File: config.mk
export PLATFORM = sky130hd
export DESIGN_NAME = arq_ctrl
export DESIGN_NICKNAME = d
export VERILOG_FILES = /design/src/hdl/arq_pkg.sv /design/src/hdl/arq_ctrl.sv
export SDC_FILE = /design/constraint.sdc
export NUM_CORES = 1
export LEC_CHECK = 0
export BUFFER_PORTS_ARGS = -buffer_cell sky130_fd_sc_hd__buf_2
export CAP_MARGIN = 0
export CORE_AREA = 2 2 39 41
export DETAILED_ROUTE_END_ITERATION = 10
export DIE_AREA = 0 0 41 43
export SYNTH_ARGS = -nofsm -noshare
export SYNTH_HDL_FRONTEND = slang
export SYNTH_SLANG_ARGS = --single-unit
File: constraint.sdc
create_clock -name clk -period 0.97 [get_ports clk]
set_input_delay 0.0485 -clock clk [delete_from_list [all_inputs] [get_ports clk]]
set_output_delay 0.0485 -clock clk [all_outputs]
set_load 0.05 [all_outputs]
File: src/hdl/arq_pkg.sv
// Shared types and constants for the ARQ retransmission table.
// Used by the controller, the datapath, the top level and the checker.
package arq_pkg;

  localparam int DEF_SEQ_BITS  = 8;
  localparam int DEF_TIME_BITS = 32;

  // Command codes of an input word.
  localparam logic [2:0] CMD_ADD   = 3'd0;
  localparam logic [2:0] CMD_ACK   = 3'd1;
  localparam logic [2:0] CMD_NAK   = 3'd2;
  localparam logic [2:0] CMD_TICK  = 3'd3;
  localparam logic [2:0] CMD_POLL  = 3'd4;
  localparam logic [2:0] CMD_CLEAR = 3'd5;

  // Action codes of a result word.
  localparam logic [2:0] ACT_NAK          = 3'd0;
  localparam logic [2:0] ACT_TIMEOUT      = 3'd1;
  localparam logic [2:0] ACT_GIVEUP_BASE  = 3'd2;
  localparam logic [2:0] ACT_GIVEUP_OTHER = 3'd3;
  localparam logic [2:0] ACT_NONE         = 3'd4;

  // Configuration register indexes.
  localparam int CFG_IDX_W = 3;
  localparam int CFG_DATA_W = 16;
  localparam logic [CFG_IDX_W-1:0] CFG_RUNNING     = 3'd0;
  localparam logic [CFG_IDX_W-1:0] CFG_ROLE_BASE   = 3'd1;
  localparam logic [CFG_IDX_W-1:0] CFG_TIMEOUT     = 3'd2;
  localparam logic [CFG_IDX_W-1:0] CFG_MAX_RETRIES = 3'd3;
  localparam logic [CFG_IDX_W-1:0] CFG_BASE_PORT   = 3'd4;

  // Reset values of the configuration registers.
  localparam logic [15:0] RST_TIMEOUT     = 16'd500;
  localparam logic [3:0]  RST_MAX_RETRIES = 4'd3;
  localparam logic [15:0] RST_BASE_PORT   = 16'd9000;

  typedef enum logic [1:0] {
    ST_CLEAR,
    ST_IDLE,
    ST_EXEC
  } arq_state_t;

  // Commands from the controller to the datapath.
  typedef struct packed {
    logic load;      // capture the input word and start the table read
    logic commit;    // write back the entry and load the result register
    logic clr_init;  // restart the clearing pass and the sweep pointer
    logic clr_step;  // clear one table entry
  } arq_cmd_t;

  // Status from the datapath to the controller.
  typedef struct packed {
    logic in_is_clear;
    logic res_needed;
    logic out_busy;
    logic clr_last;
  } arq_status_t;

endpackage

File: src/hdl/arq_ctrl.sv
// Controller state machine for the ARQ retransmission table.
// Depends on arq_pkg for the state, command and status types.
module arq_ctrl import arq_pkg::*; (
  input  logic        clk,
  input  logic        rst_n,
  input  logic        in_valid,
  output logic        in_stall,
  input  arq_status_t st,
  output arq_cmd_t    cmd
);

  arq_state_t state_r, state_nxt;

  always_ff @(posedge clk) begin
    if (!rst_n) begin
      state_r <= ST_CLEAR;
    end else begin
      state_r <= state_nxt;
    end
  end

  always_comb begin
    state_nxt = state_r;
    cmd       = '0;
    in_stall  = 1'b1;
    unique case (state_r)
      ST_CLEAR: begin
        cmd.clr_step = 1'b1;
        if (st.clr_last) begin
          state_nxt = ST_IDLE;
        end
      end
      ST_IDLE: begin
        in_stall = 1'b0;
        if (in_valid) begin
          if (st.in_is_clear) begin
            cmd.clr_init = 1'b1;
            state_nxt    = ST_CLEAR;
          end else begin
            cmd.load  = 1'b1;
            state_nxt = ST_EXEC;
          end
        end
      end
      ST_EXEC: begin
        // A result waits here until the output register can take it.
        if (!st.res_needed || !st.out_busy) begin
          cmd.commit = 1'b1;
          state_nxt  = ST_IDLE;
        end
      end
      default: begin
        state_nxt = ST_CLEAR;
      end
    endcase
  end

endmodule

After elaboration in Yosys (flattened, before gate mapping)
Index checks and enable logic that the tools add are counted.
- register bits after elaboration: 2
- input port bits: 7
- output and inout bits: 5
- reduce and logical (&&, ||, !) cells: 5
- equality and inequality tests: 5
- muxes and demuxes: 15
- operators with widths (cell ; count):
    $mux W1 ; 10
    $mux W2 ; 4
    $ne A2 B2 Y1 const B ; 3
    $pmux W2 S3 ; 1
    $reduce_and A3 Y1 ; 1
    $eq A2 B1 Y1 const B ; 1
    $eq A2 B2 Y1 const B ; 1
    $logic_not A1 Y1 ; 2
    $logic_not A2 Y1 ; 1
    $logic_or A1 B1 Y1 ; 1

Logic depth before layout (Yosys ltp)
- depth after elaboration: 4
- mapped depth: 3

Least setup slack after synthesis
Ideal clock, no wire load.
- kind: register to output
- start: register state_r[1]
- end: output port cmd[0] (netlist name)
- path buffers: 0
- arrival time: 1.016 ns
- path slack: -0.094 ns
- stages on the path, launching flop included: 2
- path through: dfxtp_1 -> nor2_1
- RTL lines (element ; RTL line ; source):
    start, declared ; arq_ctrl.sv:12 ; arq_state_t state_r, state_nxt;
    start signal, assigned ; arq_ctrl.sv:18 ; state_r <= state_nxt;
    end, declared ; arq_ctrl.sv:9 ; output arq_cmd_t cmd

==> results_dict.tcl <==
set metrics [dict create \
    syn_area_per_cell_um2 8.842 \
    largest_register_ffs 2 \
    first_pass_iters 2 \
    ctsHoldBuffers 0 \
    endpoint_kind "output port" \
    synth-seq-cells 2 \
    gp_congestion 0.5867 \
    std_cell_rows 14 \
    layout_min_cycle_time_ns 1.119 \
    drv_cap 0 \
    drcViolationCount 0 \
    die_h_um 43 \
    clkSlewWorstSetupHoldPaths_ns 0.03 \
    status "finished, violations left" \
    ant_nets 0 \
    leakage_nw 0.1558 \
    syn_to_final_growth_pct 151.9 \
    cts_buffers 3 \
    final_common_cell "buf_2" \
    grt_pass1_vias 173 \
    cts-root-buf "clkbuf_4" \
    ir_drop_mv 0.2836 \
    fin_ws_ns -0.1492 \
    drt_iter0_drc 1 \
    power_density_mw_per_mm2 1291 \
    synth_nets 22 \
    pin_count 12 \
    maxSlewViolCount 0 \
    critical_path_class "register to output port" \
    grt_pass1_wl_um 586 \
    die_x_um 41 \
    dr_total_vias 169 \
    grt_antenna_before_repair 0 \
    hold_path_class "primary input to register" \
    cts_sinks 2 \
    biggestRegsByFlops "state_r x2" \
    clock_latency_ns 0.22 \
    hpwl_um 312.7 \
    clock_skew_ns 0.0004994 \
    h-tree-depth 1 \
    fin_crit_sh_pct 115.4 \
    cts_buffer_depth 2 \
    fin_util_pct 24.14 \
    max_freq_mhz 893.5 \
    antennaDiodeCount 0 \
    regToRegSetupSlack_ns 0.04 \
    grt_start_max_net_pins 5 \
    setup_viol 5 \
    yosysSeqAreaShare_pct 30.19 \
    violations "setup timing" \
    ys_types 12 \
    num-fill-cells 150 \
    yosys_warnings 0 \
    required_ns 0.92 \
    wirelength_um 402 \
    synth_area_um2 132.6 \
    final_hold_viol_count 0 \
    initial_core_util_pct 9.584 \
    worst_setup_path_start_kind "register" \
    instances_no_fill 48 \
    nNetsFinal 41 \
    dieArea_mm2 0.001763 \
    placedCellCount 45 \
    cts_tree "done" \
    port_buffers 11 \
    ff_latch_area_um2 42.54 \
    multiInputGateArea_um2 113.9 \
    regMostFlops "state_r" \
    arrival_ns 1.07 \
    drive_above_1_share_pct 84.38 \
    viasPerCell 3.521 \
    synth_cells 15 \
    rsz0062_at_grt "true" \
    grt_overflow_total 0 \
    worstMarginPinSlew_ns 0.1626 \
    wire_per_inst_um 8.375 \
    coreArea_mm2 0.001384 \
    grt_use_total_pct 5.912 \
    slew_headroom_pct 89.14 \
    critPathMaxFanout 3 \
    mostFrequentLayoutCells "buf_2, buf_8, clkbuf_4, buf_4, dfxtp_2" \
]
## worst paths after layout
kind	cells past startpoint	start	endpoint
min	2	rst_n	state_r[0]
max	3	state_r[0]	cmd[1]
min reg2reg	2	state_r[1]	state_r[0]
max reg2reg	4	state_r[0]	state_r[1]
## cell usage after synthesis
| library cell | n | area share, % |
|---|---|---|
| o21a_1 | 1 | 5.7 |
| a21boi_1 | 1 | 5.7 |
| and2_4 | 1 | 6.6 |
| dfxtp_1 | 2 | 30 |
| inv_1 | 2 | 5.7 |
| a21oi_1 | 1 | 3.8 |
| a211oi_1 | 1 | 5.7 |
| nand3b_2 | 1 | 8.5 |
| and3_2 | 1 | 5.7 |
| nand4b_1 | 1 | 6.6 |
| nor2_1 | 2 | 5.7 |
| nor2b_4 | 1 | 10 |
## cell type report
class                           count  share of cell area (%)
Inverter                            2                   3.371
Timing Repair Buffer               14                   37.08
Tap cell                           16                   5.993
Sequential cell                     2                   12.73
Multi-Input combinational cell     11                   34.08
Clock buffer                        3                   6.742
## power by group
part           switching [mW]  internal, mW
registers             0.00401        0.0889
clock network          0.0493         0.137
logic                  0.0810        0.0714
total                   0.134         0.297
## cells by family after synthesis
group	synth area share, %
AND/OR/NAND/NOR	43.40
AO/OA/AOI/OAI	20.76
buffers and inverters	5.662
flip-flops	30.19
## stage by stage
step                power, mW  setup WS, ns  setup TNS [ns]  hold WS [ns]  cell area, um2
finish                 0.4314       -0.1492         -0.3497       0.04119           334.1
global route           0.4659       -0.1891         -0.5996       0.04815           334.1
CTS                    0.4402       -0.1659         -0.4419       0.04007           321.6
detailed placement     0.2085      -0.02490        -0.03536        0.2806           236.5
global placement       0.2073      -0.01970        -0.02480        0.2695           236.5
floorplan              0.1693       0.01524               0        0.1662           138.9
## per-layer routing
layer / global-route usage (%) / up-vias / routed length [um]
met5: 0 / - / 0
met4: 10.00 / 0 / 0
met3: 3.141 / 0 / 30
met2: 8.125 / 5 / 248
met1: 3.834 / 77 / 122
li1: - / 87 / -
## worst max-delay path, cell delays in order, from the launching register on
cell     delay [ns]
dfxtp_2        0.32
nor2b_4        0.18
and3_4         0.20
buf_8          0.14
## what timing repair did
item | CTS | global route
resized for setup | 18 | 3
setup buffers | 0 | 0
pin swaps | 1 | 0
endpoints found under the setup margin | 5 | 7
hold endpoints to repair | 0 | 0
No activity file was read; power rests on OpenSTA's default activity.
